File: src/design/pfts_pkg.sv
// pfts_pkg: shared types and constants of the pwm timer settings unit
// used by pfts_div and pwm_frequency_to_timer_settings_unit; no dependencies
package pfts_pkg;

	// width of the shared serial divider
	localparam int DIV_W = 30;
	localparam int NUM_CHANNELS_DEF = 4;

	localparam logic [DIV_W-1:0] BASE_CLOCK = 30'd640000000;
	localparam logic [31:0] FREQ_MAX = 32'd320000000;
	localparam logic [15:0] DUTY_MAX = 16'd10000;
	localparam logic [13:0] DUTY_FULL = 14'd10000;
	localparam logic [13:0] DUTY_HALF = 14'd5000;
	localparam logic [DIV_W-1:0] PERIOD_LIMIT = 30'h10000;
	localparam logic [3:0] PRE_LAST = 4'd15;

	typedef enum logic [1:0] {
		ACT_STOP   = 2'd0,
		ACT_NONE   = 2'd1,
		ACT_START  = 2'd2,
		ACT_UPDATE = 2'd3
	} action_t;

	typedef enum logic [2:0] {
		ST_IDLE,
		ST_DIV_PER,
		ST_SCALE,
		ST_MUL,
		ST_DIV_CMP,
		ST_DONE
	} state_t;

endpackage

File: src/design/pfts_div.sv
// pfts_div: bit-serial restoring divider, one quotient bit per cycle
// depends on pfts_pkg for the datapath width; divisor must stay below 2^(DIV_W-1)
module pfts_div (
	input  logic                     clk,
	input  logic                     arst_n,
	input  logic                     start,
	input  logic [pfts_pkg::DIV_W-1:0] dividend,
	input  logic [pfts_pkg::DIV_W-1:0] divisor,
	output logic                     done,
	output logic [pfts_pkg::DIV_W-1:0] quotient
);

	localparam int W = pfts_pkg::DIV_W;
	localparam int CW = $clog2(W + 1);
	localparam logic [CW-1:0] LAST = CW'(W - 1);

	logic [W-1:0]  rem_q;
	logic [W-1:0]  quo_q;
	logic [W-1:0]  dvs_q;
	logic [CW-1:0] cnt_q;
	logic          busy_q;
	logic          done_q;

	logic [W-1:0] trial;
	logic         fits;

	assign trial = {rem_q[W-2:0], quo_q[W-1]};
	assign fits  = trial >= dvs_q;

	always_ff @(posedge clk or negedge arst_n) begin
		if (!arst_n) begin
			busy_q <= 1'b0;
			done_q <= 1'b0;
			cnt_q  <= '0;
		end else begin
			done_q <= 1'b0;
			if (start) begin
				busy_q <= 1'b1;
				cnt_q  <= '0;
			end else if (busy_q) begin
				cnt_q <= cnt_q + 1'b1;
				if (cnt_q == LAST) begin
					busy_q <= 1'b0;
					done_q <= 1'b1;
				end
			end
		end
	end

	always_ff @(posedge clk) begin
		if (start) begin
			rem_q <= '0;
			quo_q <= dividend;
			dvs_q <= divisor;
		end else if (busy_q) begin
			rem_q <= fits ? trial - dvs_q : trial;
			quo_q <= {quo_q[W-2:0], fits};
		end
	end

	assign done     = done_q;
	assign quotient = quo_q;

endmodule

File: src/design/pwm_frequency_to_timer_settings_unit.sv
// pwm_frequency_to_timer_settings_unit: turns a frequency and duty request into
// prescaler, period and compare values; uses pfts_pkg and pfts_div
// sequence: a stop or ignored request goes from idle straight to done; a start or update
//   runs a serial divide for the period, up to 14 prescaler shifts,
//   up to 14 shift-add multiply steps, then a second serial divide for rounding
// one request at a time: a new request is not taken until the unit is through with the last one;
//   the next one is taken once the last result has moved to the output register
// reset: asynchronous, clears the per-channel running flags, fsm and output valid
module pwm_frequency_to_timer_settings_unit #(
	parameter int NUM_CHANNELS = pfts_pkg::NUM_CHANNELS_DEF
) (
	input  logic        clk,
	input  logic        arst_n,
	input  logic        s_tvalid,
	output logic        s_tready,
	input  logic [47:0] s_tdata,  // freq_hz[31:0], duty[47:32]
	input  logic [1:0]  s_tuser,  // chan[1:0]
	output logic        m_tvalid,
	input  logic        m_tready,
	output logic [39:0] m_tdata,  // prescale[3:0], period_count[19:4], compare_count[35:20], zero
	output logic [1:0]  m_tuser   // action[1:0]
);

	localparam int W = pfts_pkg::DIV_W;

	pfts_pkg::state_t state_q, state_nxt;

	logic [NUM_CHANNELS-1:0] running_q;
	logic [W-1:0]  q_q;
	logic [3:0]    pre_q;
	logic [15:0]   per_q;
	logic [15:0]   cmp_q;
	logic [W-1:0]  mcand_q;
	logic [13:0]   mplier_q;
	logic [W-1:0]  acc_q;
	logic [13:0]   sub_q;
	pfts_pkg::action_t act_q;

	logic          m_tvalid_q;
	logic [3:0]    pre_out_q;
	logic [15:0]   per_out_q;
	logic [15:0]   cmp_out_q;
	pfts_pkg::action_t act_out_q;

	logic [31:0]   f_in;
	logic [15:0]   d_in;
	logic [28:0]   f_cl;
	logic [13:0]   d_cl;
	logic          chan_ok;
	logic          chan_run;
	logic          accept;
	logic          go;
	logic          div_start;
	logic          out_load;
	logic [W-1:0]  div_dividend;
	logic [W-1:0]  div_divisor;
	logic          div_done;
	logic [W-1:0]  div_quo;
	logic          scale_more;

	assign f_in = s_tdata[31:0];
	assign d_in = s_tdata[47:32];
	assign f_cl = (f_in > pfts_pkg::FREQ_MAX) ? pfts_pkg::FREQ_MAX[28:0] : f_in[28:0];
	assign d_cl = (d_in > pfts_pkg::DUTY_MAX) ? pfts_pkg::DUTY_FULL : d_in[13:0];

	always_comb begin
		chan_run = 1'b0;
		for (int i = 0; i < NUM_CHANNELS; i++) begin
			if (32'(s_tuser) == i)
				chan_run = running_q[i];
		end
	end

	assign chan_ok    = 32'(s_tuser) < NUM_CHANNELS;
	assign accept     = s_tvalid && s_tready;
	assign go         = chan_ok && (f_in != 32'd0);
	assign scale_more = (q_q > pfts_pkg::PERIOD_LIMIT) && (pre_q < pfts_pkg::PRE_LAST);

	// output decode
	always_comb begin
		s_tready  = (state_q == pfts_pkg::ST_IDLE);
		div_start = ((state_q == pfts_pkg::ST_IDLE) && s_tvalid && go)
			|| ((state_q == pfts_pkg::ST_MUL) && (mplier_q == 14'd0));
		out_load  = (state_q == pfts_pkg::ST_DONE) && (!m_tvalid_q || m_tready);
		if (state_q == pfts_pkg::ST_IDLE) begin
			div_dividend = pfts_pkg::BASE_CLOCK;
			div_divisor  = W'(f_cl);
		end else begin
			div_dividend = acc_q;
			div_divisor  = W'(pfts_pkg::DUTY_FULL);
		end
	end

	// next state
	always_comb begin
		state_nxt = state_q;
		unique case (state_q)
			pfts_pkg::ST_IDLE: begin
				if (accept)
					state_nxt = go ? pfts_pkg::ST_DIV_PER : pfts_pkg::ST_DONE;
			end
			pfts_pkg::ST_DIV_PER: begin
				if (div_done)
					state_nxt = pfts_pkg::ST_SCALE;
			end
			pfts_pkg::ST_SCALE: begin
				if (!scale_more)
					state_nxt = pfts_pkg::ST_MUL;
			end
			pfts_pkg::ST_MUL: begin
				if (mplier_q == 14'd0)
					state_nxt = pfts_pkg::ST_DIV_CMP;
			end
			pfts_pkg::ST_DIV_CMP: begin
				if (div_done)
					state_nxt = pfts_pkg::ST_DONE;
			end
			pfts_pkg::ST_DONE: begin
				if (out_load)
					state_nxt = pfts_pkg::ST_IDLE;
			end
			default: state_nxt = pfts_pkg::ST_IDLE;
		endcase
	end

	always_ff @(posedge clk or negedge arst_n) begin
		if (!arst_n) begin
			state_q    <= pfts_pkg::ST_IDLE;
			running_q  <= '0;
			m_tvalid_q <= 1'b0;
		end else begin
			state_q <= state_nxt;
			if (accept && chan_ok) begin
				for (int i = 0; i < NUM_CHANNELS; i++) begin
					if (32'(s_tuser) == i)
						running_q[i] <= (f_in != 32'd0);
				end
			end
			if (out_load)
				m_tvalid_q <= 1'b1;
			else if (m_tready)
				m_tvalid_q <= 1'b0;
		end
	end

	// serial datapath
	always_ff @(posedge clk) begin
		unique case (state_q)
			pfts_pkg::ST_IDLE: begin
				pre_q <= 4'd0;
				per_q <= 16'd0;
				cmp_q <= 16'd0;
				sub_q <= pfts_pkg::DUTY_FULL - d_cl;
				if (!chan_ok)
					act_q <= pfts_pkg::ACT_NONE;
				else if (f_in == 32'd0)
					act_q <= chan_run ? pfts_pkg::ACT_STOP : pfts_pkg::ACT_NONE;
				else
					act_q <= chan_run ? pfts_pkg::ACT_UPDATE : pfts_pkg::ACT_START;
			end
			pfts_pkg::ST_DIV_PER: begin
				if (div_done)
					q_q <= div_quo;
			end
			pfts_pkg::ST_SCALE: begin
				if (scale_more) begin
					q_q   <= {1'b0, q_q[W-1:1]};
					pre_q <= pre_q + 4'd1;
				end else begin
					per_q    <= q_q[15:0] - 16'd1;
					mcand_q  <= W'(q_q[15:0] - 16'd1);
					mplier_q <= sub_q;
					acc_q    <= W'(pfts_pkg::DUTY_HALF);
				end
			end
			pfts_pkg::ST_MUL: begin
				if (mplier_q != 14'd0) begin
					if (mplier_q[0])
						acc_q <= acc_q + mcand_q;
					mcand_q  <= {mcand_q[W-2:0], 1'b0};
					mplier_q <= {1'b0, mplier_q[13:1]};
				end
			end
			pfts_pkg::ST_DIV_CMP: begin
				if (div_done)
					cmp_q <= div_quo[15:0];
			end
			pfts_pkg::ST_DONE: begin
			end
			default: begin
			end
		endcase
	end

	always_ff @(posedge clk) begin
		if (out_load) begin
			act_out_q <= act_q;
			pre_out_q <= pre_q;
			per_out_q <= per_q;
			cmp_out_q <= cmp_q;
		end
	end

	pfts_div u_div (
		.clk      (clk),
		.arst_n   (arst_n),
		.start    (div_start),
		.dividend (div_dividend),
		.divisor  (div_divisor),
		.done     (div_done),
		.quotient (div_quo)
	);

	assign m_tvalid = m_tvalid_q;
	assign m_tuser  = act_out_q;
	assign m_tdata  = {4'd0, cmp_out_q, per_out_q, pre_out_q};

	// stop and no-op results carry no timer settings
	a_idle_zero: assert property (@(posedge clk) disable iff (!arst_n)
		m_tvalid && (m_tuser == pfts_pkg::ACT_STOP || m_tuser == pfts_pkg::ACT_NONE)
		|-> m_tdata == 40'd0)
		else $error("stop or no-op result with nonzero settings");

	a_pre_range: assert property (@(posedge clk) disable iff (!arst_n)
		m_tvalid |-> m_tdata[3:0] <= 4'd14)
		else $error("prescale out of range");

	a_run_period: assert property (@(posedge clk) disable iff (!arst_n)
		m_tvalid && (m_tuser == pfts_pkg::ACT_START || m_tuser == pfts_pkg::ACT_UPDATE)
		|-> m_tdata[19:4] != 16'd0)
		else $error("running result with zero period");

	a_div_owner: assert property (@(posedge clk) disable iff (!arst_n)
		div_done |-> state_q == pfts_pkg::ST_DIV_PER || state_q == pfts_pkg::ST_DIV_CMP)
		else $error("divider finished outside a divide state");

endmodule
File: config.mk
export PLATFORM = sky130hd
export DESIGN_NAME = pwm_frequency_to_timer_settings_unit
export DESIGN_NICKNAME = d
export VERILOG_FILES = /design/src/design/pfts_pkg.sv /design/src/design/pfts_div.sv /design/src/design/pwm_frequency_to_timer_settings_unit.sv
export SDC_FILE = /design/constraint.sdc
export NUM_CORES = 1
export LEC_CHECK = 0
export BUFFER_PORTS_ARGS = -buffer_cell sky130_fd_sc_hd__buf_2
export CAP_MARGIN = 10
export CORE_UTILIZATION = 25
export CTS_BUF_LIST = sky130_fd_sc_hd__clkbuf_4 sky130_fd_sc_hd__clkbuf_8
export CTS_CLUSTER_DIAMETER = 200
export DETAILED_ROUTE_END_ITERATION = 10
export SLEW_MARGIN = 20
export SYNTH_ARGS = -nofsm -noshare
export SYNTH_HDL_FRONTEND = slang
export SYNTH_SLANG_ARGS = --single-unit
File: constraint.sdc
create_clock -name clk -period 4.7 [get_ports clk]
set_input_delay 0.47 -clock clk [delete_from_list [all_inputs] [get_ports clk]]
set_output_delay 0.47 -clock clk [all_outputs]
set_load 0.01 [all_outputs]
== Yosys cells after proc, flatten, opt, wreduce, memory -nomap -nowiden ==
Cells that the tools add are included.

* $add $sub $neg: 7
* Multiply operators: 0
* Div/mod/pow operators: 0
* Order comparisons: 5
* Equality and inequality tests: 18
* Shift-type cells: 0
* Multiplexer cells: 50
* Bitwise operators: 1
* Reductions and logical operators: 32

{| class="wikitable"
|+ Operator list
! operator !! number
|-
| 30-bit two-way mux || 10
|-
| 30-bit case mux with 2 select lines || 3
|-
| 16-bit case mux with 2 select lines || 2
|-
| 29-bit two-way mux || 2
|-
| 14-bit two-way mux || 3
|-
| 32-bit by 29-bit > comparator with 1-bit output (second input constant) || 1
|-
| 32-bit logical NOT || 1
|-
| 16-bit two-way mux || 2
|-
| 32-bit nonzero test || 1
|-
| 30-bit adder || 1
|-
| 30-bit by 29-bit greater-or-equal comparator with 1-bit output || 1
|-
| 30-bit by 17-bit > comparator with 1-bit output (second input constant) || 1
|-
| 29-bit subtractor || 1
|-
| 14-bit case mux with 2 select lines || 1
|-
| 3-bit two-way mux || 7
|-
| 3-bit case mux with 6 select lines || 1
|-
| 16-bit by 1-bit subtractor with 17-bit output (second input constant) || 1
|-
| 16-bit by 14-bit > comparator with 1-bit output (second input constant) || 1
|-
| 16-bit by 1-bit subtractor with 16-bit output (second input constant) || 1
|-
| 14-bit logical NOT || 1
|-
| 1-bit two-way mux || 14
|-
| 2-bit AND reduction || 7
|-
| 14-bit nonzero test || 1
|-
| 14-bit subtractor (first input constant) || 1
|-
| other kinds (26) || 48
|}

* Register bits: 297
* Latch bits: 0
* RAM bits: 0
* Bits in read-only memories: 0
* Input bits: 54
* Output and inout port bits: 44
* Word-level logic and storage cells: 139
* Memories: 0

== Longest topological paths before layout ==
* Depth in word-level cells: 7
* Mapped depth: 12
* Gate-level depth less buffers: 11

== Cells and area by module ==
Synthesis repeated with hierarchy kept, for this count alone.

* Cell total of the unflattened synthesis: 1518
* Area, all modules: 15861.5 sq um

{| class="wikitable"
|+ Modules (own cells, without submodules)
! module !! instances !! cells each !! area each (sq um) !! sequential area each (sq um)
|-
| pwm_frequency_to_timer_settings_unit || 1 || 1010 || 10521.3 || 6025.8
|-
| pfts_div || 1 || 508 || 5340.1 || 2557.5
|}

== Worst setup path before layout ==
Ideal clock, no wire load.

* Path kind: register -> register
* Start: register q_q[11]
* End: register mcand_q[0], enable pin
* Setup time: 0.446 ns
* Data arrival time: 3.705 ns
* Required time: 4.254 ns
* Slack: 0.550 ns
* Cell stages (with the launch flop): 8
* Path buffers: 0
* Period minus slack after synthesis: 4.150 ns
* Cells stage by stage: edfxtp_1 > or4_1 > nor4b_1 > nand3_1 > a21oi_1 > a31o_2 > o21ai_0 > nor2_1

* Word-level cells in the longest chain between the ends: 4

{| class="wikitable"
|+ Ends and longest elaborated chain
! element !! RTL line !! text
|-
| start: declaration || pwm_frequency_to_timer_settings_unit.sv:29 || <nowiki>logic [W-1:0] q_q;</nowiki>
|-
| start signal: assignment || pwm_frequency_to_timer_settings_unit.sv:163 || <nowiki>q_q <= div_quo;</nowiki>
|-
| start signal: assignment || pwm_frequency_to_timer_settings_unit.sv:167 || <nowiki>q_q <= {1'b0, q_q[W-1:1]};</nowiki>
|-
| 30-bit by 17-bit > comparator with 1-bit output || pwm_frequency_to_timer_settings_unit.sv:77 || <nowiki>assign scale_more = (q_q > pfts_pkg::PERIOD_LIMIT) && (pre_q < pfts_pkg::PRE_LAST);</nowiki>
|-
| 1-bit logical AND || pwm_frequency_to_timer_settings_unit.sv:77 ||
|-
| 2-bit != test (no line) || - ||
|-
| 3-bit AND reduction (no line) || - ||
|-
| end signal: assignment || pwm_frequency_to_timer_settings_unit.sv:171 || <nowiki>mcand_q <= W'(q_q[15:0] - 16'd1);</nowiki>
|-
| end signal: assignment || pwm_frequency_to_timer_settings_unit.sv:180 || <nowiki>mcand_q <= {mcand_q[W-2:0], 1'b0};</nowiki>
|-
| end: declaration || pwm_frequency_to_timer_settings_unit.sv:33 || <nowiki>logic [W-1:0] mcand_q;</nowiki>
|}

No other way between the ends.
A chain may end at the register's enable or synchronous reset.

== Final worst setup path ==
* Start: register q_q[11]
* End: register mplier_q[11], enable pin

* Word-level cells in the longest chain between the ends: 4

{| class="wikitable"
|+ Ends and longest elaborated chain
! element !! RTL line !! text
|-
| 30-bit by 17-bit > comparator with 1-bit output || pwm_frequency_to_timer_settings_unit.sv:77 ||
|-
| 1-bit logical AND || pwm_frequency_to_timer_settings_unit.sv:77 ||
|-
| 2-bit != test (no line) || - ||
|-
| 3-bit AND reduction (no line) || - ||
|-
| end signal: assignment || pwm_frequency_to_timer_settings_unit.sv:172 || <nowiki>mplier_q <= sub_q;</nowiki>
|-
| end signal: assignment || pwm_frequency_to_timer_settings_unit.sv:181 || <nowiki>mplier_q <= {1'b0, mplier_q[13:1]};</nowiki>
|-
| end: declaration || pwm_frequency_to_timer_settings_unit.sv:34 || <nowiki>logic [13:0] mplier_q;</nowiki>
|}

No other way between the ends.

==> results.json <==
{
  "clockPowerShare_pct": 22.4,
  "status": "complete, no violations",
  "syn_inst": 1553,
  "num-fill-cells": 6518,
  "ff2ff_setup_slack_ns": 1.18,
  "leakage_uw": 0.00724,
  "finalSetupTns_ns": 0,
  "ys_types": 71,
  "cts_buffers": 51,
  "switchingPower_uw": 4180,
  "ys_top_cells_by_area": "edfxtp_1, nand2_1, ha_1",
  "place_congestion": 0.866,
  "synthArstFlopShare_pct": 5.05,
  "synth-main-ff-cell": "edfxtp_1",
  "dp.cells": 2432,
  "antenna_found_initial": 1,
  "nets": 1769,
  "finalCriticalPeriod_ns": 3.52,
  "synthXorXnorAreaFrac_pct": 3.48,
  "grt_pass1_wl_um": 59800,
  "post_drt_wl_per_cell_um": 14.7,
  "dp_hpwl_um": 26500,
  "cts-root-buf": "clkbuf_8",
  "syn_area_um2": 15600,
  "yosysTopAreaCell": "edfxtp_1",
  "final_common_cell": "nand2_1",
  "power_density_nw_per_um2": 609,
  "io_buffers": 93,
  "route.detailed.drc": 0,
  "tritoncts": "built",
  "grt_use_total_pct": 11.6,
  "max_clock_freq_ghz": 0.284,
  "cp-start-kind": "flop",
  "area_growth_syn_to_layout_pct": 15.8,
  "avgSynthCellArea_um2": 10.1,
  "seq_area_frac_synth_pct": 54.7,
  "die_area_um2": 63500,
  "postCtsSetupBuffers": 0,
  "ys_seq_elements": 297,
  "crit_path_end_kind": "flop",
  "first_iter_violations": 823,
  "worst_ep_required_time_ns": 4.98,
  "hold_class": "primary input to flop",
  "post-route-util_pct": 29.3,
  "dieHeight_um": 252,
  "clkTransAtPathRegs_ns": 0.06,
  "p_int_uw": 6840,
  "overflow": 0,
  "row_count": 91,
  "yosysWarnings": 0,
  "grt_max_degree": 66,
  "fin_crit_sh_pct": 74.9,
  "first_pass_iters": 5,
  "peakVddDrop_mv": 0.327,
  "cp_data_arrival_time_ns": 3.80,
  "num_vias": 11768,
  "maxCapViolCount": 0,
  "worstPathMaxFanout": 44,
  "setup_viol": 0,
  "synth-compound-area-share_pct": 12.9,
  "switching_share_pct": 37.9,
  "synth_edf_count": 253,
  "clockBufferDepth": 3,
  "final.setup_skew_ns": 0.0459,
  "cts-resized-gates": 0,
  "core_area_um2": 61700,
  "synth_mux_area_share_pct": 0.689,
  "pre_cts_ws_ns": 0.899,
  "finalHoldViolCount": 0,
  "start_util_pct": 25.3,
  "die_x_um": 252,
  "slew_viol_final": 0,
  "final_cell_mix": "nand2_1, edfxtp_1, nor2_1",
  "fin_ws_ns": 1.18,
  "tightestPinTransition_ns": 1.06,
  "instances_no_fill": 2527,
  "rr_startpoint": "q_q[11]",
  "synth-simple-area-share_pct": 19.4,
  "hp-start": "s_tdata[7]",
  "clkLatencyLatePin_ns": 0.66,
  "rsz0062_at_grt": "no",
  "drive_gt1_share_pct": 13.0,
  "path_class": "flop to flop",
  "crit_start": "q_q[11]",
  "h-tree-depth": 2,
  "seqPwrFrac_pct": 40.2,
  "synth_top_family_by_area": "simple AND/OR/NAND/NOR gates",
  "p_comb_share_pct": 37.4,
  "synth_fa_ha_area_share_pct": 5.38,
  "grt_pass1_vias": 11329,
  "antenna_left": 0,
  "vias_per_cell": 4.66,
  "num_io_pins": 98,
  "wl_um": 37100,
  "slew_headroom_pct": 29.0,
  "clock_sinks": 297,
  "netlist.area_leader.share_pct": 48.6
}
kinds of logic (layout without fill, tap and decap cells):
logic type,after synthesis,after routing
mux,9,9
flops,297,297
other cells,1,5
buf+inv,134,267
simple gates,680,680
xor+xnor,62,62
fa+ha+maj,66,66
compound gates,304,304
power groups by stage:
stage	sequential, uW	combinational [uW]	clock [uW]
2_1_floorplan	4310	3110	0
3_3_place_gp	4460	4040	0
3_5_place_dp	4480	4130	0
4_1_cts	4440	4160	2540
5_1_grt	4510	4660	2640
6_report	4430	4120	2460
layer usage:
metal  vias to the layer above  global-route usage (%)  share of wire (%)
met5                         -                       0                  0
met4                         0                    4.64                2.8
met3                        70                    1.68                4.2
met2                       277                    18.3                 45
met1                      5637                    15.8                 48
li1                       5784                       -                  -
through the flow:
step | power [uW] | area (um^2) | hold WS [ns]
2_1_floorplan | 7420 | 15600 | 0.174
3_5_place_dp | 8610 | 17000 | 0.403
6_report | 11000 | 18100 | 0.132
3_3_place_gp | 8500 | 17000 | 0.392
4_1_cts | 11100 | 18100 | 0.0875
5_1_grt | 11800 | 18100 | 0.109
registers in the layout, indices dropped and copies added (netlist names), 4 cells and up:
signal,cells
acc_q,30
cmp_out_q,16
cmp_q,16
mcand_q,30
mplier_q,14
per_out_q,16
per_q,16
pre_out_q,4
pre_q,4
q_q,30
running_q,4
sub_q,14
u_div.cnt_q,5
u_div.dvs_q,29
u_div.quotient,30
u_div.rem_q,29
cells in the mapped netlist (28+ instances only):
cell type	count
clkbuf_1	57
a21o_1	38
ha_1	64
nand2_1	313
nor2_1	151
dfxtp_1	29
a21oi_1	72
nand3_1	53
o21ai_0	69
inv_1	64
and3_1	28
xnor2_1	38
edfxtp_1	253
critical path, cell delays in order, from the launching register on:
cell and delay (ns):
edfxtp_1 0.45, or4_1 0.63, nor4b_1 0.51, nand3_1 0.19
a21oi_1 0.26, a31o_2 0.21, o21ai_0 0.20, nor2_4 0.16
buf_4 0.50
worst paths after layout:
check / end / cells past startpoint
worst max-delay path: mplier_q[11] / 8
worst min-delay path: u_div.dvs_q[7] / 2
worst max register to register: mplier_q[11] / 8
worst min register to register: per_out_q[0] / 0
max in group asynchronous: u_div.cnt_q[1] / 2
min in group asynchronous: u_div.cnt_q[3] / 2
what timing repair did:
item / 4_1_cts / 5_1_grt
setup endpoints to repair: 0 / 0
hold endpoints to repair: 15 / 0
hold buffers: 1 / 0
area by class of cell:
type	instances	area [um^2]	area share (%)
Antenna cell	1	2.50	0.0138
Clock buffer	68	842	4.65
Clock inverter	25	226	1.25
Inverter	64	240	1.33
Multi-Input combinational cell	1125	6590	36.4
Sequential cell	297	8550	47.3
Tap cell	837	1050	5.79
Timing Repair Buffer	110	596	3.29
Power figures use the tool's default switching activity.
